==> config.mk <==
export PLATFORM = sky130hd
export DESIGN_NAME = three_channel_servo_pwm
export DESIGN_NICKNAME = d
export VERILOG_FILES = /design/src/hdl/tcsp_pkg.sv /design/src/hdl/three_channel_servo_pwm.sv /design/src/hdl/tcsp_map.sv
export SDC_FILE = /design/constraint.sdc
export NUM_CORES = 1
export LEC_CHECK = 0
export BUFFER_PORTS_ARGS = -buffer_cell sky130_fd_sc_hd__buf_2
export CORE_MARGIN = 1.5
export CORE_UTILIZATION = 64
export DETAILED_ROUTE_END_ITERATION = 12
export HOLD_SLACK_MARGIN = 0.1
export PLACE_DENSITY = 0.86
export SLEW_MARGIN = 30
export SYNTH_ARGS = -nofsm -noshare
export SYNTH_HDL_FRONTEND = slang
export SYNTH_SLANG_ARGS = --single-unit
==> constraint.sdc <==
create_clock -name clk -period 9.1 [get_ports clk]
set_input_delay 0.455 -clock clk [delete_from_list [all_inputs] [get_ports clk]]
set_output_delay 0.455 -clock clk [all_outputs]
set_load 0.02 [all_outputs]
==> src/hdl/tcsp_pkg.sv <==
`timescale 1ns / 1ps
`default_nettype none
// ---------------------------------------------------------------------------
// tcsp_pkg
// Shared types and constants for the three-channel servo pulse generator.
// ---------------------------------------------------------------------------
package tcsp_pkg;

	// Sizes
	localparam int NUM_SERVOS  = 3;
	localparam int SAMPLE_BITS = 8;
	localparam int WIDTH_BITS  = 8;
	localparam int PERIOD_BITS = 16;
	localparam int PULSE_BITS  = WIDTH_BITS + 1;
	localparam int SRV_W       = $clog2(NUM_SERVOS + 1);
	localparam int IDX_W       = (NUM_SERVOS > 1) ? $clog2(NUM_SERVOS) : 1;
	localparam int PROD_W      = SAMPLE_BITS + WIDTH_BITS;
	localparam int CFG_IDX_W   = 2;
	localparam int CFG_DATA_W  = 16;

	// Register reset values
	localparam logic [PERIOD_BITS-1:0] FRAME_PERIOD_RST = PERIOD_BITS'(2000);
	localparam logic [WIDTH_BITS-1:0]  MIN_WIDTH_RST    = WIDTH_BITS'(98);
	localparam logic [WIDTH_BITS-1:0]  MAX_WIDTH_RST    = WIDTH_BITS'(199);

	// Register indexes on the configuration port
	typedef enum logic [CFG_IDX_W-1:0] {
		REG_FRAME_PERIOD = 2'd0,
		REG_MIN_WIDTH    = 2'd1,
		REG_MAX_WIDTH    = 2'd2
	} cfg_reg_t;

	// Input item
	typedef struct packed {
		logic                   req_type;
		logic [SAMPLE_BITS-1:0] sample;
	} in_item_t;

	// Result item
	typedef struct packed {
		logic [NUM_SERVOS-1:0] servo_pins;
		logic [IDX_W-1:0]      next_channel;
		logic                  frame_start;
	} out_item_t;

	// Request to the width mapper: product sample*|max-min|, slope and base
	typedef struct packed {
		logic [PROD_W-1:0]     prod;
		logic                  descend;
		logic [WIDTH_BITS-1:0] base;
	} map_req_t;

endpackage
`default_nettype wire

==> src/hdl/three_channel_servo_pwm.sv <==
`timescale 1ns / 1ps
`default_nettype none
// ---------------------------------------------------------------------------
// three_channel_servo_pwm
// Servo frame generator: stores converter samples round-robin, maps them to
// pulse widths and drives the servo pulses one after another each frame.
// ---------------------------------------------------------------------------
//  Channel | Handshake             | Payload
//  --------+-----------------------+------------------------------------
//  in      | in_valid / in_ready   | in_data  (req_type, sample)
//  out     | out_valid / out_ready | out_data (servo_pins, next_channel,
//          |                       |           frame_start)
//  cfg     | cfg_valid / cfg_ready | cfg_index, cfg_data
//
//  One item per cycle unless the output or a remap stalls; each result
//  passes input register, then result register. The sample multiplier sits in
//  front of the input register, the divide-by-full-scale behind it.
//  After a configuration write the stored slot widths are remapped, one slot
//  a cycle while the input register is free, with in_ready low meanwhile.
//  A stalled output holds the result register; the input register keeps
//  one more item, then in_ready drops. cfg_ready is always high.
//  Reset restores register defaults and idles the pulse sequencer.
// ---------------------------------------------------------------------------
module three_channel_servo_pwm (
	input  wire                                    clk,
	input  wire                                    arst_n,
	input  wire                                    in_valid,
	output logic                                   in_ready,
	input  wire tcsp_pkg::in_item_t                in_data,
	output logic                                   out_valid,
	input  wire                                    out_ready,
	output tcsp_pkg::out_item_t                    out_data,
	input  wire                                    cfg_valid,
	output logic                                   cfg_ready,
	input  wire [tcsp_pkg::CFG_IDX_W-1:0]          cfg_index,
	input  wire [tcsp_pkg::CFG_DATA_W-1:0]         cfg_data
);

	localparam int NS  = tcsp_pkg::NUM_SERVOS;
	localparam int WB  = tcsp_pkg::WIDTH_BITS;
	localparam int PB  = tcsp_pkg::PERIOD_BITS;
	localparam int CB  = tcsp_pkg::PULSE_BITS;
	localparam int SW  = tcsp_pkg::SRV_W;
	localparam int IW  = tcsp_pkg::IDX_W;
	localparam int SB  = tcsp_pkg::SAMPLE_BITS;
	localparam int PW  = tcsp_pkg::PROD_W;
	localparam logic [SW-1:0] IDLE     = SW'(NS);
	localparam logic [IW-1:0] LAST_IDX = IW'(NS - 1);

	// Configuration registers
	logic [PB-1:0] period_q;
	logic [WB-1:0] min_q;
	logic [WB-1:0] max_q;
	logic          cfg_xfer;

	// Remap sweep after a configuration write
	logic          sweep_q;
	logic [IW-1:0] sweep_idx_q;

	// Input register stage
	logic                 valid_s1;
	logic                 sweep_s1;
	tcsp_pkg::in_item_t   item_s1;
	logic [PW-1:0]        prod_s1;
	logic [IW-1:0]        slot_s1;

	// Block state
	logic [IW-1:0]            ptr_q;
	logic [NS-1:0][SB-1:0]    stored_q;
	logic [NS-1:0][WB-1:0]    mapped_q;
	logic [NS-1:0][WB-1:0]    latched_q;
	logic [PB-1:0]            frame_q;
	logic [CB-1:0]            pulse_q;
	logic [SW-1:0]            active_q;

	// Result register
	logic                 out_valid_q;
	tcsp_pkg::out_item_t  out_q;

	// Handshake and datapath nets
	logic                 adv;
	logic                 s1_go;
	logic                 s1_free;
	logic                 load_s1;
	logic                 item_go;
	logic                 descend;
	logic [WB-1:0]        diff;
	logic [SB-1:0]        mul_a;
	logic [PW-1:0]        prod_d;
	tcsp_pkg::map_req_t   map_req;
	logic [WB-1:0]        map_width;

	// Next-state nets
	logic                 fs;
	logic [SW-1:0]        act_cur;
	logic [CB-1:0]        pulse_cur;
	logic [NS-1:0][WB-1:0] lat_cur;
	logic [WB-1:0]        cur_w;
	logic [PB:0]          frame_inc;
	logic [IW-1:0]        ptr_d;
	logic [SW-1:0]        active_d;
	logic [CB-1:0]        pulse_d;
	logic [PB-1:0]        frame_d;
	logic                 latch_en;
	tcsp_pkg::out_item_t  res;

	// Handshakes
	assign cfg_ready = 1'b1;
	assign cfg_xfer  = cfg_valid && cfg_ready;
	assign adv       = !out_valid_q || out_ready;
	assign s1_go     = valid_s1 && (sweep_s1 || adv);
	assign s1_free   = !valid_s1 || s1_go;
	assign in_ready  = s1_free && !sweep_q;
	assign load_s1   = s1_free && (sweep_q || in_valid);
	assign item_go   = valid_s1 && !sweep_s1 && adv;
	assign out_valid = out_valid_q;
	assign out_data  = out_q;

	// Configuration registers
	always_ff @(posedge clk or negedge arst_n) begin
		if (!arst_n) begin
			period_q <= tcsp_pkg::FRAME_PERIOD_RST;
			min_q    <= tcsp_pkg::MIN_WIDTH_RST;
			max_q    <= tcsp_pkg::MAX_WIDTH_RST;
		end else if (cfg_xfer) begin
			unique case (cfg_index)
				tcsp_pkg::REG_FRAME_PERIOD: period_q <= PB'(cfg_data);
				tcsp_pkg::REG_MIN_WIDTH:    min_q    <= WB'(cfg_data);
				tcsp_pkg::REG_MAX_WIDTH:    max_q    <= WB'(cfg_data);
				default: ;
			endcase
		end
	end

	// Remap sweep: one slot per cycle through the input stage while it is free
	always_ff @(posedge clk or negedge arst_n) begin
		if (!arst_n) begin
			sweep_q     <= 1'b0;
			sweep_idx_q <= '0;
		end else if (cfg_xfer) begin
			sweep_q     <= 1'b1;
			sweep_idx_q <= '0;
		end else if (sweep_q && s1_free) begin
			if (sweep_idx_q == LAST_IDX) begin
				sweep_q <= 1'b0;
			end else begin
				sweep_idx_q <= sweep_idx_q + 1'b1;
			end
		end
	end

	// Slope and product ahead of the input register
	always_comb begin
		descend = max_q < min_q;
		diff    = descend ? min_q - max_q : max_q - min_q;
		mul_a   = sweep_q ? stored_q[sweep_idx_q] : in_data.sample;
		prod_d  = PW'(mul_a) * PW'(diff);
	end

	// Input register
	always_ff @(posedge clk or negedge arst_n) begin
		if (!arst_n) begin
			valid_s1 <= 1'b0;
		end else if (load_s1) begin
			valid_s1 <= 1'b1;
		end else if (s1_go) begin
			valid_s1 <= 1'b0;
		end
	end

	always_ff @(posedge clk) begin
		if (load_s1) begin
			sweep_s1 <= sweep_q;
			item_s1  <= in_data;
			prod_s1  <= prod_d;
			slot_s1  <= sweep_idx_q;
		end
	end

	// Divide by full scale and offset
	assign map_req = '{prod: prod_s1, descend: descend, base: min_q};

	tcsp_map u_map (
		.req   (map_req),
		.width (map_width)
	);

	// Pulse sequencer and result
	always_comb begin
		fs        = (frame_q == '0);
		act_cur   = fs ? '0 : active_q;
		pulse_cur = fs ? '0 : pulse_q;
		lat_cur   = fs ? mapped_q : latched_q;
		cur_w     = lat_cur[act_cur[IW-1:0]];
		frame_inc = {1'b0, frame_q} + 1'b1;
		ptr_d     = (ptr_q == LAST_IDX) ? '0 : ptr_q + 1'b1;
		active_d  = active_q;
		pulse_d   = pulse_q;
		frame_d   = frame_q;
		latch_en  = 1'b0;
		res       = '0;
		if (item_s1.req_type) begin
			// sample: time stands still
			res.servo_pins   = (active_q < IDLE) ? NS'(1) << active_q : '0;
			res.next_channel = ptr_d;
		end else begin
			latch_en         = fs;
			res.frame_start  = fs;
			res.servo_pins   = (act_cur < IDLE) ? NS'(1) << act_cur : '0;
			res.next_channel = ptr_q;
			active_d         = act_cur;
			pulse_d          = pulse_cur;
			if (act_cur < IDLE) begin
				if (pulse_cur >= CB'(cur_w)) begin
					pulse_d  = '0;
					active_d = act_cur + 1'b1;
				end else begin
					pulse_d  = pulse_cur + 1'b1;
				end
			end
			frame_d = (frame_inc >= {1'b0, period_q}) ? '0 : frame_inc[PB-1:0];
		end
	end

	// Block state
	always_ff @(posedge clk or negedge arst_n) begin
		if (!arst_n) begin
			ptr_q     <= '0;
			stored_q  <= '0;
			mapped_q  <= {NS{tcsp_pkg::MIN_WIDTH_RST}};
			latched_q <= '0;
			frame_q   <= '0;
			pulse_q   <= '0;
			active_q  <= IDLE;
		end else begin
			if (valid_s1 && sweep_s1) begin
				mapped_q[slot_s1] <= map_width;
			end
			if (item_go) begin
				if (item_s1.req_type) begin
					stored_q[ptr_q] <= item_s1.sample;
					mapped_q[ptr_q] <= map_width;
					ptr_q           <= ptr_d;
				end else begin
					if (latch_en) begin
						latched_q <= mapped_q;
					end
					active_q <= active_d;
					pulse_q  <= pulse_d;
					frame_q  <= frame_d;
				end
			end
		end
	end

	// Result register
	always_ff @(posedge clk or negedge arst_n) begin
		if (!arst_n) begin
			out_valid_q <= 1'b0;
		end else if (item_go) begin
			out_valid_q <= 1'b1;
		end else if (out_ready) begin
			out_valid_q <= 1'b0;
		end
	end

	always_ff @(posedge clk) begin
		if (item_go) begin
			out_q <= res;
		end
	end

	// Checks
	a_pins_onehot: assert property (@(posedge clk) disable iff (!arst_n)
		out_valid_q |-> $onehot0(out_q.servo_pins))
		else $error("more than one servo pin high");

	a_frame_first: assert property (@(posedge clk) disable iff (!arst_n)
		out_valid_q && out_q.frame_start |-> out_q.servo_pins == NS'(1))
		else $error("frame start without servo 0 active");

	a_ptr_range: assert property (@(posedge clk) disable iff (!arst_n)
		ptr_q <= LAST_IDX && active_q <= IDLE)
		else $error("channel pointer or active servo out of range");

	a_cfg_remap: assert property (@(posedge clk) disable iff (!arst_n)
		cfg_xfer |=> !in_ready && sweep_q)
		else $error("input taken while widths are being remapped");

endmodule
`default_nettype wire

==> src/hdl/tcsp_map.sv <==
`timescale 1ns / 1ps
`default_nettype none
// ---------------------------------------------------------------------------
// tcsp_map
// Finishes the sample-to-width mapping: divides the registered product by
// full scale (2^n - 1) without a divider and adds it to or takes it from min.
// ---------------------------------------------------------------------------
module tcsp_map (
	input  wire tcsp_pkg::map_req_t               req,
	output logic [tcsp_pkg::WIDTH_BITS-1:0]      width
);

	localparam int N  = tcsp_pkg::SAMPLE_BITS;
	localparam int PW = tcsp_pkg::PROD_W + 1;
	localparam logic [PW-1:0] FULL = PW'((1 << tcsp_pkg::SAMPLE_BITS) - 1);

	logic [PW-1:0]                   sum;
	logic [PW-1:0]                   q0_w;
	logic [PW-1:0]                   rem;
	logic [tcsp_pkg::WIDTH_BITS-1:0] q0;
	logic [tcsp_pkg::WIDTH_BITS-1:0] q;

	// x/(2^n-1) ~ (x + x>>n) >> n, low by at most one; fix with the remainder
	always_comb begin
		sum   = PW'(req.prod) + PW'(req.prod >> N);
		q0    = tcsp_pkg::WIDTH_BITS'(sum >> N);
		q0_w  = PW'(q0);
		rem   = PW'(req.prod) - (q0_w << N) + q0_w;
		q     = (rem >= FULL) ? q0 + 1'b1 : q0;
		width = req.descend ? req.base - q : req.base + q;
	end

endmodule
`default_nettype wire
======== Word-level counts from Yosys, hierarchy flattened ========
Cells that the tools add are included.
word-level totals
  register bits after elaboration ......... 172
  input bits .............................. 32
  output and inout port bits .............. 9
operators by class
  add/sub/neg operators ................... 13
  multiply operators ...................... 1
  magnitude comparators ................... 12
  equality and inequality tests ........... 5
  shift operators ......................... 2
  muxes and demuxes ....................... 41
  bitwise logic cells ..................... 1
  reduce and logical (&&, ||, !) cells .... 31
operator list
  cell                                                                 number
  2-to-1 mux 24 bit                                                    4
  bitwise mux 24 bit                                                   3
  2-to-1 mux 8 bit                                                     8
  binary-select mux 8 bit (select 2 bit)                               2
  demux 8 bit (select 2 bit)                                           2
  2-to-1 mux 9 bit                                                     3
  subtractor 8 bit                                                     3
  adder 16 x 1 -> 17 bit (second input constant)                       1
  adder 17 x 8 -> 17 bit                                               1
  greater-or-equal comparator 17 x 16 -> 1 bit                         1
  greater-or-equal comparator 17 x 8 -> 1 bit (second input constant)  1
  subtractor 16 x 16 -> 17 bit                                         1
  adder 16 x 8 -> 16 bit                                               1
  logical NOT 16 bit                                                   1
  multiplier 8 x 8 -> 16 bit                                           1
  2-to-1 mux 16 bit                                                    1
  2-to-1 mux 2 bit                                                     7
  AND reduction 2 bit                                                  7
  less-than comparator 2 x 3 -> 1 bit (second input constant)          4
  adder 9 x 1 -> 9 bit (second input constant)                         1
  greater-or-equal comparator 9 x 8 -> 1 bit                           1
  logical AND 1 bit                                                    9
  adder 8 x 1 -> 8 bit (second input constant)                         1
  adder 8 bit                                                          1
  other kinds (17)                                                     41

======== Logic depth before layout (Yosys ltp) ========
  depth in word-level cells ............... 12
  depth in mapped cells ................... 40

======== Cells and area by module ========
A second synthesis with hierarchy kept.
unflattened totals
  cells, all modules ...................... 1,317
  area total of the unflattened synthesis .. 13,028.7 µm²
by module, submodules not included
  module                   instances  cells an instance  area an instance (µm²)
  three_channel_servo_pwm  1          1,000              10,755.3
  tcsp_map                 1          317                2,273.4

======== Worst setup path before layout ========
No wires, ideal clock.
  path type ............................... register to register
  start ................................... register prod_s1[9]
  end ..................................... register mapped_q[7] (netlist bit)
  library setup time ...................... 0.082 ns
  arrival ................................. 7.284 ns
  data required time ...................... 9.018 ns
  path slack .............................. 1.734 ns
  cell stages (with the launch flop) ...... 40
  buffers on the path ..................... 1
  period minus slack after synthesis ...... 7.366 ns
  cells stage by stage .................... edfxtp_1 ha_1 a31o_2 a21o_1 a21o_1 a21o_1 a21oi_1 nor2b_1 o21ai_0 nand2b_1 and3_1 and2_1 and3_1 and2_1 ha_1 inv_1 ha_1 inv_1 (+4 left out) a31oi_4 mux2_1 nor2_1 and4_1 buf_2 mux2i_1 o21ai_0 o311ai_0 o31ai_1 xnor2_1 ha_1 inv_1 nor2_1 o21a_1 o31ai_1 o2bb2ai_1 or4b_1 o211ai_2
on the way
  cells in the longest elaborated chain, start to end .. 12
  elaborated cells on any way between the ends .. 14
RTL lines
  element                                                 RTL line                        source
  start, declared                                         three_channel_servo_pwm.sv:64   logic [PW-1:0] prod_s1;
  start signal, assigned                                  three_channel_servo_pwm.sv:175  prod_s1 <= prod_d;
  adder 16 x 8 -> 16 bit                                  tcsp_map.sv:25                  sum = PW'(req.prod) + PW'(req.prod >> N);
  subtractor 16 x 16 -> 17 bit                            tcsp_map.sv:28                  rem = PW'(req.prod) - (q0_w << N) + q0_w;
  adder 17 x 8 -> 17 bit                                  tcsp_map.sv:28
  greater-or-equal comparator 17 x 8 -> 1 bit             tcsp_map.sv:29                  q = (rem >= FULL) ? q0 + 1'b1 : q0;
  2-to-1 mux 8 bit (*)                                    tcsp_map.sv:29
  adder 8 bit / subtractor 8 bit (equally long branches)  tcsp_map.sv:30                  width = req.descend ? req.base - q : req.base + q;
  2-to-1 mux 8 bit (*)                                    tcsp_map.sv:30
  bitwise mux 24 bit                                      three_channel_servo_pwm.sv:237  mapped_q[slot_s1] <= map_width;
  2-to-1 mux 24 bit                                       three_channel_servo_pwm.sv:236  if (valid_s1 && sweep_s1) begin
  bitwise mux 24 bit                                      three_channel_servo_pwm.sv:242  mapped_q[ptr_q] <= map_width;
  2-to-1 mux 24 bit                                       three_channel_servo_pwm.sv:240  if (item_s1.req_type) begin
  2-to-1 mux 24 bit (*)                                   three_channel_servo_pwm.sv:239  if (item_go) begin
  end signal, assigned                                    three_channel_servo_pwm.sv:230  mapped_q <= {NS{tcsp_pkg::MIN_WIDTH_RST}};
  end signal, assigned by index                           three_channel_servo_pwm.sv:237
  end signal, assigned by index                           three_channel_servo_pwm.sv:242
  end, declared                                           three_channel_servo_pwm.sv:70   logic [NS-1:0][WB-1:0] mapped_q;
Mark *: on every way between the ends. The rest lies on a longest branch, timed or not.
A chain may end at the register's enable or synchronous reset.

======== Worst setup path in the final report ========
Same ends and word-level chain as after synthesis.

==> results.md <==
* GR Overflow Total at 0
* Post-synthesis sequential area ratio at 0.351
* Cell accounting for the most synthesized area: dfrtp_1
* I/O pin count at 41
* Post-synthesis mux area share at 0.0966
* Fin crit period at 8.08 ns
* Fill cells at 1356
* Clk sinks at 172
* Largest net degree at the start of global routing at 73
* Die Y at 145 um
* Reg2Reg Setup Slack at 1.02 ns
* XOR/XNOR Fraction of Synth Area at 0.0416
* Multi-input logic area at 7700 um^2
* Fin Clk Skew at 0.0142 ns
* Synth Area in Compound Gates at 0.133
* Area growth, synth to finish at 8.01%
* Antenna cell count at 0
* Highest-delay cell along the critical path: or4b_1
* Maxcap violations at 0
* Nets at 1528
* Synth Flop Type: dfrtp_1
* H-Tree Level Count at 4
* End of the worst register-to-register path: mapped_q[7]
* Final Cycle Share at 0.888
* Pre-Repair DR Iteration Count at 8
* Initial Util at 0.655
* Setup crit start: prod_s1[9]
* Crit path top cell by count: ha_1
* Routed vias/inst at 6.05
* Combinational family with the most area after synthesis: adder cells
* DP Wirelength at 20600 um
* CP peak stage delay at 0.50 ns
* Crit. End Element: flip-flop
* Routed WL at 28100 um
* Async set-or-reset flop fraction in the synthesized netlist at 0.802
* Mapped Area at 12800 um^2
* Clock transition at the registers of the reported paths at 0.07 ns
* Post-synth net total at 1499
* Initial antenna violation count at 0
* Routed WL per cell at 17.5 um
* Worst setup path end: mapped_q[7]
* Port bufs at 39
* Die Width at 145 um
* Final setup fails at 0
* Number of setup buffers added after CTS at 0
* Total negative setup slack at 0 ns
* Final hold vios at 0
* Final ANT Viol Nets at 0
* Worst Max-Slew Pin Slew at 0.897 ns
* Syn avg cell area at 9.88 um^2
* Row count at 51
* Worst Hold Class: input port to flip-flop
* Adder-Cell Fraction of Synth Area at 0.187
* Crit path max fanout at 6
* Starting DRT DRC Count at 803
* Fmax at 124 MHz
* FF+latch area at 4510 um^2
* Count of cell types in the netlist at 85
* Vias in the first global route at 9660
* Number of flops mapped to enable cells by yosys at 34
* First-pass GRT wire length at 46500 um
* Startpoint type of the worst setup path: flip-flop
* GRT Total Usage at 0.285
* Worst hold path depth at 1
* Share of cells above drive strength 1 at 0.166
* Via count at 9712
* Flops & latches, synth at 172
* Outcome: complete, no violations
* Root Driver: clkbuf_16
* Synth Area in Simple Gates at 0.140
* GP Congestion at 0.907
* WS Path Type: flip-flop to flip-flop
* RSZ-0062 raised after global routing: false
* Required @ worst endpoint at 9.45 ns
* Top-area cell type share of the netlist area at 0.220
* Die ar. at 20900 um^2
* Top cells by area, synth: dfrtp_1, ha_1, edfxtp_1, mux2_2, fa_1
* Slew HR at 0.402
* WP data arrival at 8.43 ns
* Gate Count Post-Synth at 1299
* Worst reg2reg path depth at 38
* Max Slew Vio Count at 0
* Longest Clk Path Bufs at 2
* Clk Latency, worst-skew pair at 0.44 ns
* Crit Reg-Reg Startpoint: prod_s1[9]
* Synth warnings at 0
* Core ar. at 19600 um^2
* CTS buffer count at 17
* DRC errors left at 0
* CTS tree: done
==> synthesized netlist by cell type (4+ instances only) <==
master,number
o211ai_1,17
and2_1,13
a21o_1,37
nand2_1,101
nor3b_1,9
dfrtp_1,113
nor3_1,21
a211oi_1,6
and3_1,13
o21bai_1,4
a22o_1,9
xor2_1,16
o21ai_1,10
o21ai_0,73
mux2i_1,26
nand2b_1,22
nand4_1,6
nor2b_1,12
dfstp_2,25
fa_1,39
o31ai_1,4
a21oi_1,39
o21a_1,9
ha_1,129
xnor2_1,45
edfxtp_1,34
nor2_1,101
a21boi_0,5
clkbuf_1,31
a31oi_1,4
mux2_2,86
or2_2,12
inv_1,132
nand3_1,21
==> cells by family (layout without fill, tap and decap cells) <==
kind of cell | Yosys count | after routing
multiplexers | 113 | 113
flip-flops | 172 | 172
AO/OA/AOI/OAI | 255 | 255
buffers and inverters | 169 | 211
other | 1 | 1
XOR/XNOR | 61 | 61
adder cells (fa/ha/maj) | 168 | 168
AND/OR/NAND/NOR | 360 | 360
==> critical path, delay by kind of cell (launching register included) <==
family	cells	cell delay, ns
buf+inv	3	0.20
fa+ha+maj	5	1.61
compound gates	15	2.24
flops	1	0.46
xor+xnor	1	0.15
simple gates	12	2.61
mux	2	0.74
==> repair_timing <==
item                      in CTS  in global routing
hold endpoints to repair      58                  0
resized for setup              0                  0
hold buffers                   1                  0
==> cells in the final DEF (no fill, tap or decap), types with 6 or more instances in the layout <==
| cell type | n |
|---|---|
| edfxtp_1 | 34 |
| buf_4 | 7 |
| and3_1 | 13 |
| nor3b_1 | 8 |
| xor2_1 | 16 |
| a21o_1 | 37 |
| mux2_2 | 86 |
| xnor2_1 | 44 |
| clkbuf_16 | 17 |
| dfstp_2 | 25 |
| nor3_1 | 21 |
| nand4_1 | 6 |
| a211oi_1 | 6 |
| nor2_1 | 99 |
| o21ai_1 | 10 |
| nand2_1 | 101 |
| buf_2 | 38 |
| or2_2 | 12 |
| o21a_1 | 9 |
| nand3_1 | 21 |
| fa_1 | 39 |
| nand2b_1 | 22 |
| o211ai_1 | 17 |
| o21ai_0 | 73 |
| ha_1 | 129 |
| dfrtp_1 | 113 |
| and2_1 | 13 |
| a21oi_1 | 39 |
| inv_1 | 132 |
| a22o_1 | 9 |
| nor2b_1 | 12 |
| mux2i_1 | 26 |
==> how the worst min path moves through the flow <==
stage	from	to	slack [ns]
floorplan	arst_n	frame_q[0]	0.16
global placement	mapped_q[17]	mapped_q[17]	0.44
detailed placement	mapped_q[17]	mapped_q[17]	0.45
CTS	in_data[3]	item_s1[3]	0.20
global route	in_data[8]	item_s1[8]	0.20
finish	in_data[5]	item_s1[5]	0.21
==> sequential cells by signal, summed over array words and instances, names as in the netlist, 2 cells and up <==
signal / cells
period_q: 16
prod_s1: 16
latched_q: 24
stored_q: 24
mapped_q: 24
active_q: 2
max_q: 8
min_q: 8
ptr_q: 2
frame_q: 16
item_s1: 9
slot_s1: 2
out_data: 6
sweep_idx_q: 2
pulse_q: 9
==> per-stage QoR <==
stage                     hold slack [ns]   util  cells  area, um^2  setup WS [ns]
after detailed placement            0.450  0.678   1573       13300           1.08
after CTS                           0.203  0.707   1606       13900           1.08
after global placement              0.442  0.678   1573       13300           1.41
after global routing                0.204  0.708   1606       13900          0.405
final                               0.212  0.708   1606       13900           1.02
after floorplan                     0.159      -   1299       12800           1.73
==> area by class of cell <==
class,instances,area share
Tap cell,265,0.0239
Timing Repair Buffer,47,0.0190
Clock buffer,17,0.0307
Multi-Input combinational cell,958,0.555
Clock inverter,15,0.0105
Inverter,132,0.0357
Sequential cell,172,0.325
==> routing by layer <==
| layer | part of all wire | up-vias | track usage |
|---|---|---|---|
| met1 | 0.44 | 4752 | 0.374 |
| li1 | - | 4587 | - |
| met4 | 0.024 | 0 | 0.0999 |
| met3 | 0.054 | 60 | 0.0490 |
| met2 | 0.49 | 313 | 0.479 |
| met5 | 0 | - | 0 |
Power is left out: the tool's default activity adds up to more than one toggle a clock period on the data nets, which glitch-free logic cannot reach.
